## config.mk

```make
export PLATFORM = sky130hd
export DESIGN_NAME = ws2811_pixel_waveform_driver
export DESIGN_NICKNAME = d
export VERILOG_FILES = /design/src/hw/rtl/ws_pkg.sv /design/src/hw/rtl/ws2811_pixel_waveform_driver.sv /design/src/hw/rtl/ws_front.sv /design/src/hw/rtl/ws_engine.sv
export SDC_FILE = /design/constraint.sdc
export NUM_CORES = 1
export LEC_CHECK = 0
export ABC_AREA = 1
export BUFFER_PORTS_ARGS = -buffer_cell sky130_fd_sc_hd__buf_2
export CAP_MARGIN = 20
export CORE_UTILIZATION = 40
export DETAILED_ROUTE_END_ITERATION = 7
export GPL_TIMING_DRIVEN = 0
export HOLD_SLACK_MARGIN = 0.12
export PLACE_DENSITY_LB_ADDON = 0.25
export REMOVE_ABC_BUFFERS = 1
export SYNTH_ARGS = -nofsm -noshare
export SYNTH_HDL_FRONTEND = slang
export SYNTH_SLANG_ARGS = --single-unit
```

## constraint.sdc

```tcl
create_clock -name clk -period 4.2 [get_ports clk]
set_input_delay 0 -clock clk [delete_from_list [all_inputs] [get_ports clk]]
set_output_delay 0 -clock clk [all_outputs]
set_load 0.005 [all_outputs]
```

## src/hw/rtl/ws_pkg.sv

```systemverilog
package ws_pkg;

  localparam int PORT_COUNT  = 16;
  localparam int PORT_W      = 4;
  localparam int COUNT_WIDTH = 12;
  localparam int COLOR_W     = 8;
  localparam int SHIFT_W     = 3 * COLOR_W;
  localparam int BITS_W      = 5;
  localparam int CFG_IDX_W   = 3;
  localparam int Q_DEPTH     = 2;
  localparam int Q_PTR_W     = $clog2(Q_DEPTH);
  localparam int Q_CNT_W     = $clog2(Q_DEPTH + 1);

  localparam logic [BITS_W-1:0] BITS_PER_PIXEL = BITS_W'(SHIFT_W);

  localparam logic [CFG_IDX_W-1:0] CFG_ONE_HIGH  = 3'd0;
  localparam logic [CFG_IDX_W-1:0] CFG_ONE_LOW   = 3'd1;
  localparam logic [CFG_IDX_W-1:0] CFG_ZERO_HIGH = 3'd2;
  localparam logic [CFG_IDX_W-1:0] CFG_ZERO_LOW  = 3'd3;
  localparam logic [CFG_IDX_W-1:0] CFG_LEAD_LOW  = 3'd4;

  localparam logic [COUNT_WIDTH-1:0] ONE_HIGH_RST  = COUNT_WIDTH'(40);
  localparam logic [COUNT_WIDTH-1:0] ONE_LOW_RST   = COUNT_WIDTH'(23);
  localparam logic [COUNT_WIDTH-1:0] ZERO_HIGH_RST = COUNT_WIDTH'(20);
  localparam logic [COUNT_WIDTH-1:0] ZERO_LOW_RST  = COUNT_WIDTH'(43);
  localparam logic [COUNT_WIDTH-1:0] LEAD_LOW_RST  = COUNT_WIDTH'(10);

  typedef enum logic [1:0] {
    PH_IDLE = 2'd0,
    PH_LEAD = 2'd1,
    PH_HIGH = 2'd2,
    PH_LOW  = 2'd3
  } phase_t;

  typedef struct packed {
    logic                   offer;
    logic [PORT_W-1:0]      port;
    logic [SHIFT_W-1:0]     pixel;
  } tick_t;

  typedef struct packed {
    logic  valid;
    tick_t tick;
  } q_head_t;

  typedef struct packed {
    logic                   wr;
    logic [CFG_IDX_W-1:0]   index;
    logic [COUNT_WIDTH-1:0] data;
  } cfg_wr_t;

  function automatic logic [COUNT_WIDTH-1:0] at_least_one(input logic [COUNT_WIDTH-1:0] v);
    at_least_one = (v == '0) ? COUNT_WIDTH'(1) : v;
  endfunction

endpackage

```

## src/hw/rtl/ws2811_pixel_waveform_driver.sv

```systemverilog
// channel  direction  handshake           payload
// in_      input      in_valid/in_stall   pixel_valid, port, green, red, blue
// out_     output     out_valid/out_stall pins, ready_res, dropped
// cfg_     input      cfg_valid/cfg_ready index, data (5 timing registers)
//
// one input beat per cycle sustained while the output is not stalled: each beat is
// one waveform tick, stepped once by the engine; a result passes from its beat
// through the queue and the engine into the output register
// a two-beat queue parts the input from the engine, an output register holds
// the result; a stalled output holds the engine and fills the queue
// synchronous active-low reset; timing registers return to their defaults
module ws2811_pixel_waveform_driver
  import ws_pkg::*;
(
  input  logic                   clk,
  input  logic                   rst_n,
  input  logic                   in_valid,
  output logic                   in_stall,
  input  logic                   in_pixel_valid,
  input  logic [PORT_W-1:0]      in_port,
  input  logic [COLOR_W-1:0]     in_green,
  input  logic [COLOR_W-1:0]     in_red,
  input  logic [COLOR_W-1:0]     in_blue,
  output logic                   out_valid,
  input  logic                   out_stall,
  output logic [PORT_COUNT-1:0]  out_pins,
  output logic                   out_ready_res,
  output logic                   out_dropped,
  input  logic                   cfg_valid,
  output logic                   cfg_ready,
  input  logic [CFG_IDX_W-1:0]   cfg_index,
  input  logic [COUNT_WIDTH-1:0] cfg_data
);

  q_head_t head;
  logic    pop;
  cfg_wr_t cfg;

  assign cfg_ready = 1'b1;
  assign cfg.wr    = cfg_valid && cfg_ready;
  assign cfg.index = cfg_index;
  assign cfg.data  = cfg_data;

  ws_front u_front (
    .clk            (clk),
    .rst_n          (rst_n),
    .in_valid       (in_valid),
    .in_stall       (in_stall),
    .in_pixel_valid (in_pixel_valid),
    .in_port        (in_port),
    .in_green       (in_green),
    .in_red         (in_red),
    .in_blue        (in_blue),
    .head           (head),
    .pop            (pop)
  );

  ws_engine u_engine (
    .clk           (clk),
    .rst_n         (rst_n),
    .cfg           (cfg),
    .head          (head),
    .pop           (pop),
    .out_valid     (out_valid),
    .out_stall     (out_stall),
    .out_pins      (out_pins),
    .out_ready_res (out_ready_res),
    .out_dropped   (out_dropped)
  );

endmodule

```

## src/hw/rtl/ws_front.sv

```systemverilog
module ws_front
  import ws_pkg::*;
(
  input  logic               clk,
  input  logic               rst_n,
  input  logic               in_valid,
  output logic               in_stall,
  input  logic               in_pixel_valid,
  input  logic [PORT_W-1:0]  in_port,
  input  logic [COLOR_W-1:0] in_green,
  input  logic [COLOR_W-1:0] in_red,
  input  logic [COLOR_W-1:0] in_blue,
  output q_head_t            head,
  input  logic               pop
);

  tick_t               q_mem [Q_DEPTH];
  logic [Q_PTR_W-1:0]  wr_ptr_r;
  logic [Q_PTR_W-1:0]  rd_ptr_r;
  logic [Q_CNT_W-1:0]  count_r;
  logic [Q_CNT_W-1:0]  count_nxt;
  logic                push;
  logic                do_pop;
  tick_t               beat;

  assign in_stall = (count_r == Q_CNT_W'(Q_DEPTH));
  assign push     = in_valid && !in_stall;
  assign do_pop   = pop && (count_r != '0);

  // classify the beat: only offered pixels carry meaning in the payload
  always_comb begin
    beat.offer = in_pixel_valid;
    beat.port  = in_port;
    beat.pixel = {in_green, in_red, in_blue};
  end

  always_comb begin
    count_nxt = count_r;
    if (push && !do_pop) begin
      count_nxt = count_r + Q_CNT_W'(1);
    end else if (do_pop && !push) begin
      count_nxt = count_r - Q_CNT_W'(1);
    end
  end

  always_ff @(posedge clk) begin
    if (!rst_n) begin
      wr_ptr_r <= '0;
      rd_ptr_r <= '0;
      count_r  <= '0;
    end else begin
      count_r <= count_nxt;
      if (push) begin
        wr_ptr_r <= (wr_ptr_r == Q_PTR_W'(Q_DEPTH - 1)) ? '0 : wr_ptr_r + Q_PTR_W'(1);
      end
      if (do_pop) begin
        rd_ptr_r <= (rd_ptr_r == Q_PTR_W'(Q_DEPTH - 1)) ? '0 : rd_ptr_r + Q_PTR_W'(1);
      end
    end
  end

  always_ff @(posedge clk) begin
    if (push) begin
      q_mem[wr_ptr_r] <= beat;
    end
  end

  assign head.valid = (count_r != '0);
  assign head.tick  = q_mem[rd_ptr_r];

endmodule

```

## src/hw/rtl/ws_engine.sv

```systemverilog
module ws_engine
  import ws_pkg::*;
(
  input  logic                  clk,
  input  logic                  rst_n,
  input  cfg_wr_t               cfg,
  input  q_head_t               head,
  output logic                  pop,
  output logic                  out_valid,
  input  logic                  out_stall,
  output logic [PORT_COUNT-1:0] out_pins,
  output logic                  out_ready_res,
  output logic                  out_dropped
);

  logic [COUNT_WIDTH-1:0] one_high_r, one_low_r, zero_high_r, zero_low_r, lead_low_r;

  phase_t                 phase_r, phase_nxt;
  logic [COUNT_WIDTH-1:0] tick_count_r, tick_count_nxt;
  logic [SHIFT_W-1:0]     shift_r, shift_nxt;
  logic [BITS_W-1:0]      bits_left_r, bits_left_nxt;
  logic [PORT_W-1:0]      port_r, port_nxt;

  logic                   out_valid_r, out_valid_nxt;
  logic [PORT_COUNT-1:0]  out_pins_r;
  logic                   out_ready_r;
  logic                   out_dropped_r;

  logic                   advance;
  logic [COUNT_WIDTH-1:0] tc_dec;
  logic [SHIFT_W-1:0]     shifted;
  logic [PORT_COUNT-1:0]  res_pins;
  logic                   res_ready;
  logic                   res_dropped;

  assign advance = head.valid && (!out_valid_r || !out_stall);
  assign pop     = advance;
  assign tc_dec  = (tick_count_r == '0) ? '0 : tick_count_r - COUNT_WIDTH'(1);
  assign shifted = {shift_r[SHIFT_W-2:0], 1'b0};

  always_ff @(posedge clk) begin
    if (!rst_n) begin
      one_high_r  <= ONE_HIGH_RST;
      one_low_r   <= ONE_LOW_RST;
      zero_high_r <= ZERO_HIGH_RST;
      zero_low_r  <= ZERO_LOW_RST;
      lead_low_r  <= LEAD_LOW_RST;
    end else if (cfg.wr) begin
      unique case (cfg.index)
        CFG_ONE_HIGH:  one_high_r  <= cfg.data;
        CFG_ONE_LOW:   one_low_r   <= cfg.data;
        CFG_ZERO_HIGH: zero_high_r <= cfg.data;
        CFG_ZERO_LOW:  zero_low_r  <= cfg.data;
        CFG_LEAD_LOW:  lead_low_r  <= cfg.data;
        default: ;
      endcase
    end
  end

  // next state
  always_comb begin
    phase_nxt      = phase_r;
    tick_count_nxt = tick_count_r;
    shift_nxt      = shift_r;
    bits_left_nxt  = bits_left_r;
    port_nxt       = port_r;
    if (advance) begin
      unique case (phase_r)
        PH_IDLE: begin
          if (head.tick.offer) begin
            shift_nxt     = head.tick.pixel;
            bits_left_nxt = BITS_PER_PIXEL;
            port_nxt      = head.tick.port;
            if (lead_low_r != '0) begin
              phase_nxt      = PH_LEAD;
              tick_count_nxt = lead_low_r;
            end else begin
              phase_nxt      = PH_HIGH;
              tick_count_nxt = at_least_one(head.tick.pixel[SHIFT_W-1] ? one_high_r
                                                                       : zero_high_r);
            end
          end
        end
        PH_LEAD: begin
          tick_count_nxt = tc_dec;
          if (tc_dec == '0) begin
            phase_nxt      = PH_HIGH;
            tick_count_nxt = at_least_one(shift_r[SHIFT_W-1] ? one_high_r : zero_high_r);
          end
        end
        PH_HIGH: begin
          tick_count_nxt = tc_dec;
          if (tc_dec == '0) begin
            phase_nxt      = PH_LOW;
            tick_count_nxt = at_least_one(shift_r[SHIFT_W-1] ? one_low_r : zero_low_r);
          end
        end
        PH_LOW: begin
          tick_count_nxt = tc_dec;
          if (tc_dec == '0) begin
            shift_nxt     = shifted;
            bits_left_nxt = bits_left_r - BITS_W'(1);
            if (bits_left_r == BITS_W'(1)) begin
              phase_nxt      = PH_IDLE;
              tick_count_nxt = '0;
            end else begin
              phase_nxt      = PH_HIGH;
              tick_count_nxt = at_least_one(shifted[SHIFT_W-1] ? one_high_r : zero_high_r);
            end
          end
        end
        default: ;
      endcase
    end
  end

  // per-tick result
  always_comb begin
    res_pins    = '0;
    res_ready   = (phase_r == PH_IDLE);
    res_dropped = (phase_r != PH_IDLE) && head.tick.offer;
    if ((phase_r == PH_HIGH) && ({1'b0, port_r} < (PORT_W + 1)'(PORT_COUNT))) begin
      res_pins = PORT_COUNT'(1) << port_r;
    end
  end

  always_comb begin
    out_valid_nxt = out_valid_r && out_stall;
    if (advance) begin
      out_valid_nxt = 1'b1;
    end
  end

  always_ff @(posedge clk) begin
    if (!rst_n) begin
      phase_r      <= PH_IDLE;
      tick_count_r <= '0;
      shift_r      <= '0;
      bits_left_r  <= '0;
      port_r       <= '0;
      out_valid_r  <= 1'b0;
    end else begin
      phase_r      <= phase_nxt;
      tick_count_r <= tick_count_nxt;
      shift_r      <= shift_nxt;
      bits_left_r  <= bits_left_nxt;
      port_r       <= port_nxt;
      out_valid_r  <= out_valid_nxt;
    end
  end

  always_ff @(posedge clk) begin
    if (advance) begin
      out_pins_r    <= res_pins;
      out_ready_r   <= res_ready;
      out_dropped_r <= res_dropped;
    end
  end

  assign out_valid     = out_valid_r;
  assign out_pins      = out_pins_r;
  assign out_ready_res = out_ready_r;
  assign out_dropped   = out_dropped_r;

endmodule

```

==> results.json, run 1 <==
{
  "hold_viol": 0,
  "status": "completed",
  "cts_tree": "yes",
  "crit_path_cell_trace": "inv_2 > ha_1 > nand3_2 > nor2_2 > nand2_2 > nand3_1 > nand2_1 > nor2_4 > nand3_2 > nand2_2 > nand2_2 > inv_4 > o211ai_1 > a21oi_1",
  "worst_setup_path_start_kind": "flip-flop",
  "route.vias.total": 7935,
  "timing.setup.tns_ns": 0,
  "fin_util_pct": 48.7,
  "portBuffers": 68,
  "fin_crit_sh_pct": 89.9,
  "dp.cells": 1456,
  "drt-initial-drc-count": 548,
  "h-tree-depth": 4,
  "r2r-end": "u_engine.shift_r[23]",
  "clock_path_buffers": 2,
  "critical_path.top_delay_family": "simple AND/OR/NAND/NOR gates",
  "setup_viol": 0,
  "synthCells": 1167,
  "drv_slew": 0,
  "grt_usage_pct": 19.7,
  "hp-start": "rst_n",
  "postRouteAntennaNets": 0,
  "synth_edf_count": 76,
  "rsz0062_at_grt": "no",
  "cp_common_cell": "nand2_2",
  "stdcell_count": 1540,
  "num-nets-final": 1304,
  "r2r_start": "u_engine.tick_count_r[0]",
  "arrival_ns": 4.13,
  "crit_buf_inv": 2,
  "ir_worst_vdd_uv": 332,
  "grt_pass1_wl_microns": 37100,
  "whs_path_depth": 2,
  "max_freq_ghz": 0.265,
  "ctsRootBufferMaster": "clkbuf_16",
  "required_ns": 4.55,
  "endpoint_kind": "flip-flop",
  "globalRouteOverflowTotal": 0,
  "post_cts_buffers": 0,
  "syn_area_sq_mm": 0.00914,
  "hold_class": "in2reg",
  "cts_inserted_buffers": 17,
  "async_flop_share_pct": 0,
  "core_area_sq_mm": 0.0221,
  "slew_headroom_pct": 28.1,
  "worstSetupPathType": "reg2reg",
  "reg2reg_slack_ns": 0.42,
  "ys_ff_latch": 189,
  "place.gp.congestion": 0.864,
  "reg2reg_depth": 14,
  "grt_pass1_vias": 7403,
  "boundaryPins": 70,
  "avgSynthCellArea_sq_um": 7.84,
  "antenna_found_initial": 0,
  "route.detailed.drc": 0,
  "dpl_cell_area_sq_mm": 0.00961,
  "maxCapViolCount": 0,
  "worstPathMaxFanout": 32,
  "power_density_mw_per_mm2": 718,
  "n_antenna_cell": 0,
  "drt_wl_total_microns": 22500,
  "ys_seq_area_share_pct": 49.7,
  "area_delta_synth_final_pct": 17.7,
  "row_count": 54,
  "ys.flop_type": "dfxtp_1",
  "clkTransAtPathRegs_ns": 0.08,
  "die_x_microns": 153,
  "worst_pin_slew_ns": 1.08,
  "fp.dieH_microns": 153,
  "dp_hpwl_microns": 14800,
  "p_leak_nw": 4.36,
  "yosysWarnings": 0,
  "dr.pass1.iters": 7,
  "clock-sinks": 189,
  "synthDistinctLibCells": 43,
  "die_area_sq_mm": 0.0235,
  "critPathSlowestCell": "inv_4",
  "fin_area_sq_mm": 0.0108,
  "hold_path_end": "u_engine.one_low_r[1]",
  "finClkSkew_ns": 0.0141,
  "total_power_w": 0.00773,
  "start_util_pct": 41.4,
  "drive_gt1_share_pct": 11.7,
  "post_drt_wl_per_cell_microns": 14.6,
  "via_per_inst": 5.15,
  "grt_max_degree": 96,
  "clk_latency_ns": 0.44,
  "max_stage_delay_ns": 0.44,
  "fin_crit_ns": 3.78
}
==> cells in the final DEF, fill, tap and decap left out, types with 52 or more instances in the layout <==
| master | n |
|---|---|
| nand2_1 | 218 |
| nor2_1 | 164 |
| o21ai_0 | 115 |
| dfxtp_1 | 112 |
| inv_1 | 107 |
| edfxtp_1 | 76 |
| nand3_1 | 70 |
| buf_2 | 67 |
| a21oi_1 | 60 |
| dlygate4sd3_1 | 52 |
==> through the flow <==
step                hold WS (ns)  worst slack [ns]
floorplan                 0.0841              1.23
global placement           0.187            -0.543
detailed placement         0.191             0.294
CTS                        0.164             0.299
global route               0.212            0.0221
finish                     0.165             0.423
==> Yosys cell counts, types with 10 or more instances <==
cell / number / area share, %
nor3_1: 14 / 0.77
dfxtp_1: 113 / 25
a31oi_1: 27 / 1.8
nand2_2: 11 / 0.75
nand4_1: 24 / 1.6
o21a_1: 10 / 0.82
nand3_1: 70 / 3.8
a21oi_1: 60 / 3.3
buf_2: 14 / 0.77
o21ai_1: 26 / 1.4
nor2_1: 166 / 6.8
edfxtp_1: 76 / 25
inv_1: 107 / 4.4
clkbuf_1: 35 / 1.4
nand2_1: 218 / 8.9
o21ai_0: 115 / 6.3
==> power breakdown <==
group	switching [W]	internal [W]	total, W
clock network	0.000859	0.000828	0.00169
logic	0.00233	0.00105	0.00338
registers	0.000305	0.00236	0.00266
total	0.00349	0.00424	0.00773
==> flip-flops by register name (all words and copies together) (netlist names), 12 cells and up, named ones only <==
signal	count
u_engine.one_low_r	12
u_front.q_mem	58
u_engine.one_high_r	12
u_engine.zero_low_r	12
u_engine.shift_r	24
u_engine.lead_low_r	12
u_engine.tick_count_r	12
u_engine.zero_high_r	12
u_engine.out_pins	16
==> routing by layer <==
metal	track usage (%)	up-vias	wire, microns
met5	0	-	0
met4	6.45	0	367
met3	2.86	24	902
met2	33.4	176	10900
met1	25.8	3670	10300
li1	-	4065	-
==> layout make-up <==
type | count | area, sq um
multi-input combinational | 800 | 3870
fill | 2102 | 11300
inverter | 116 | 438
tap | 280 | 350
clock inverter | 15 | 204
timing repair buffer | 123 | 926
clock buffer | 17 | 425
sequential | 189 | 4550
==> worst reg2reg max path, cell delays in order (launching register included) <==
cell	delay, ns
dfxtp_1	0.33
inv_2	0.10
ha_1	0.23
nand3_2	0.15
nor2_2	0.17
nand2_2	0.21
nand3_1	0.21
nand2_1	0.11
nor2_4	0.42
nand3_2	0.39
nand2_2	0.19
nand2_2	0.42
inv_4	0.45
o211ai_1	0.16
a21oi_1	0.15
==> how the worst max path moves through the flow <==
stage,slack [ns],cells past startpoint,endpoint,startpoint
2_1_floorplan,1.23,11,u_engine.shift_r[23],flip-flop
3_3_place_gp,-0.54,11,u_engine.shift_r[23],flip-flop
3_5_place_dp,0.29,11,u_engine.shift_r[23],flip-flop
4_1_cts,0.30,11,u_engine.shift_r[23],flip-flop
5_1_grt,0.02,14,u_engine.shift_r[23],u_engine.tick_count_r[0]
6_report,0.42,14,u_engine.shift_r[23],u_engine.tick_count_r[0]
==> cell families after synthesis <==
| logic type | share of synthesized area [%] |
|---|---|
| AOI/OAI and AO/OA | 15.5 |
| xor gates and xnor gates | 0.479 |
| adders and majority gates | 1.09 |
| buffers and inverters | 8.13 |
| DFF | 49.7 |
| muxes | 0.109 |
| other | 0.0410 |
| and+or+nand+nor | 25.0 |
==> repair_timing <==
item,in CTS,in global routing
endpoints found under the hold margin,119,0
resized for setup,0,1
hold buffers,52,0
endpoints found under the setup margin,0,1
No activity file was read; power rests on OpenSTA's default activity.
==> run 2, diff against run 1 <==
--- a/config.mk
+++ b/config.mk
@@ -5,7 +5,6 @@
 export SDC_FILE = /design/constraint.sdc
 export NUM_CORES = 1
 export LEC_CHECK = 0
-export ABC_AREA = 1
 export BUFFER_PORTS_ARGS = -buffer_cell sky130_fd_sc_hd__buf_2
 export CAP_MARGIN = 20
 export CORE_UTILIZATION = 40
==> run 2 against run 1 <==
Sequential cell count is the same. Critical path depth decreased by 5. Sequential power shrank 6%. Global-route usage shrank 0.072 points. Register-to-register slack improved by 0.08 ns. Synthesized cell count fell by 21%. Setup slack gained 0.085 ns. Clock power shrank 2%. Die area decreased by 5.4%. Maximum frequency increased by 2.3%. Cell count decreased by 16%. Cell area decreased by 4.2%.
==> results.json, run 2 <==
{
  "status": "completed",
  "worstPathMaxFanout": 28,
  "critical_path.top_delay_family": "simple AND/OR/NAND/NOR gates",
  "fin_crit_sh_pct": 87.9,
  "antenna_found_initial": 0,
  "yosys.area.top_type": "edfxtp_1",
  "grt_usage_pct": 19.7,
  "endpoint_kind": "flip-flop",
  "drt_wl_total_microns": 20800,
  "die_x_microns": 149,
  "yosysMostFrequentCell": "nand2_1",
  "ir_worst_vdd_uv": 328,
  "worst_pin_slew_ns": 0.931,
  "hp-start": "cfg_index[1]",
  "h-tree-depth": 4,
  "drive_gt1_share_pct": 14.0,
  "p_leak_nw": 3.61,
  "whs_path_depth": 5,
  "maxCapViolCount": 0,
  "worst_setup_path_start_kind": "flip-flop",
  "grt_max_degree": 57,
  "globalRouteOverflowTotal": 0,
  "power_density_mw_per_mm2": 628,
  "fin_area_sq_mm": 0.0103,
  "fp.dieH_microns": 149,
  "reg2reg_depth": 9,
  "max_stage_delay_ns": 0.61,
  "ctsRootBufferMaster": "clkbuf_16",
  "cts_tree": "yes",
  "synthDistinctLibCells": 68,
  "route.vias.total": 6899,
  "area_delta_synth_final_pct": 19.3,
  "crit_buf_inv": 1,
  "fin_util_pct": 48.9,
  "ys_seq_area_share_pct": 52.6,
  "grt_pass1_vias": 6713,
  "clk_latency_ns": 0.43,
  "via_per_inst": 5.32,
  "postRouteAntennaNets": 0,
  "regMostFlops": "u_front.q_mem",
  "r2r_start": "u_engine.tick_count_r[0]",
  "core_area_sq_mm": 0.0211,
  "hold_class": "in2reg",
  "dpl_cell_area_sq_mm": 0.00922,
  "boundaryPins": 70,
  "post_drt_wl_per_cell_microns": 16.0,
  "fillCellCount": 1988,
  "clock-sinks": 189,
  "drt-initial-drc-count": 483,
  "worstSetupPathType": "reg2reg",
  "stdcell_count": 1297,
  "start_util_pct": 41.0,
  "syn_area_sq_mm": 0.00864,
  "r2r-end": "u_engine.bits_left_r[2]",
  "yosysTopAreaCellShare_pct": 26.4,
  "grt_pass1_wl_microns": 34500,
  "synth_area_leaders": "edfxtp_1 26%, dfxtp_1 26%, nand2_1 9.0%, mux2i_1 6.0%, a21oi_1 5.3%",
  "n_antenna_cell": 0,
  "yosysWarnings": 0,
  "critical_path_depth": 9,
  "slew_headroom_pct": 38.0,
  "async_flop_share_pct": 0,
  "route.detailed.drc": 0,
  "portBuffers": 68,
  "required_ns": 4.55,
  "post_cts_buffers": 0,
  "multiInputGateArea_sq_mm": 0.00384,
  "finClkSkew_ns": 0.00917,
  "hold_path_end": "u_engine.zero_high_r[1]",
  "synth_edf_count": 76,
  "mostFrequentLayoutCell": "nand2_1",
  "num-nets-final": 1066,
  "hold_viol": 0,
  "ys_top_cells_by_count": "208 x nand2_1, 113 x dfxtp_1, 91 x a21oi_1",
  "row_count": 53,
  "crit_path_cell_trace": "inv_1 > ha_1 > nor3b_2 > nand2_1 > nor3_2 > o211ai_4 > a21o_1 > or3_1 > a211oi_2",
  "rsz0062_at_grt": "no",
  "regArea_sq_mm": 0.00455,
  "final_cell_mix": "208 x nand2_1, 112 x dfxtp_1, 91 x a21oi_1",
  "fin_crit_ns": 3.69,
  "cts_inserted_buffers": 17,
  "setup_viol": 0,
  "clkTransAtPathRegs_ns": 0.07,
  "reg2reg_slack_ns": 0.51,
  "dp.cells": 1219,
  "ys.flop_type": "dfxtp_1",
  "die_area_sq_mm": 0.0222,
  "largest_reg_flops": 58,
  "drv_slew": 0,
  "arrival_ns": 4.05,
  "max_freq_ghz": 0.271,
  "synthCells": 927,
  "ys_ff_latch": 189,
  "critPathSlowestCell": "a21o_1",
  "dr.pass1.iters": 5,
  "avgSynthCellArea_sq_um": 9.32,
  "dp_hpwl_microns": 13600,
  "place.gp.congestion": 0.860,
  "clock_path_buffers": 2
}
==> run 2: changes by cell type after synthesis, sizes merged, moves of 24 or more <==
cell / delta
nor2: -115
o21ai: -95
inv: -94
mux2i: +52
nand3: -51
a21oi: +32
nand4: -24
==> run 2: metal layers <==
layer / vias to the layer above / track usage, % / part of all wire [%] / wire (microns)
met5: - / 0 / 0 / 0
met2: 172 / 31.4 / 46 / 9520
met3: 26 / 3.58 / 4.4 / 918
met1: 3244 / 27.1 / 48 / 10000
li1: 3457 / - / - / -
met4: 0 / 5.71 / 1.5 / 315
==> run 2: kinds of logic (layout without fill, tap and decap cells) <==
group / Yosys count / count (layout) / share of synthesized area [%]
flops: 189 / 189 / 52.6
xor+xnor: 10 / 10 / 1.01
compound gates: 206 / 206 / 14.4
mux: 69 / 69 / 8.37
buf+inv: 75 / 170 / 3.46
simple gates: 369 / 369 / 19.0
fa+ha+maj: 8 / 8 / 1.16
other cells: 1 / 1 / 0.0434
==> run 2: worst max path at each step <==
stage,endpoint,startpoint
floorplan,u_engine.bits_left_r[2],u_engine.tick_count_r[0]
detailed placement,u_engine.bits_left_r[2],u_engine.tick_count_r[0]
global placement,u_engine.bits_left_r[0],flip-flop
CTS,u_engine.bits_left_r[2],u_engine.tick_count_r[0]
global route,u_engine.bits_left_r[2],u_engine.tick_count_r[0]
finish,u_engine.bits_left_r[2],u_engine.tick_count_r[0]
==> run 2: cell type report <==
class | instances | area share (%)
flip-flops and latches | 189 | 44.1
multi-input cells | 663 | 37.2
repair buffers | 120 | 8.76
clock buffers | 18 | 4.16
well taps | 275 | 3.34
clock inverters | 14 | 1.74
inverters | 18 | 0.680
==> run 2: report_power, final <==
group          internal, W  switching [W]
combinational     0.000901        0.00144
clock             0.000903       0.000748
sequential         0.00227       0.000219
==> run 2: timing repair <==
| item | CTS | global route |
|---|---|---|
| endpoints found under the setup margin | 0 | 4 |
| hold buffers | 45 | 0 |
| endpoints found under the hold margin | 124 | 0 |
| resized for setup | 0 | 3 |
==> run 2: stage by stage <==
| step | setup WS, ns | TNS [ns] | hold WS (ns) | total power, W |
|---|---|---|---|---|
| 4_1_cts | 0.172 | 0 | 0.128 | 0.00648 |
| 5_1_grt | 0.162 | 0 | 0.165 | 0.00687 |
| 2_1_floorplan | 1.00 | 0 | 0.0718 | 0.00409 |
| 3_5_place_dp | 0.204 | 0 | 0.191 | 0.00479 |
| 6_report | 0.507 | 0 | 0.144 | 0.00648 |
| 3_3_place_gp | -0.215 | -3.90 | 0.188 | 0.00474 |
==> run 2: worst reg2reg max path, delay by kind of cell (launching register included) <==
family                   cells  cell delay [ns]
flip-flops                   1             0.40
AO/OA/AOI/OAI                3             1.21
AND/OR/NAND/NOR              4             1.69
buffers and inverters        1             0.09
adder cells (fa/ha/maj)      1             0.22
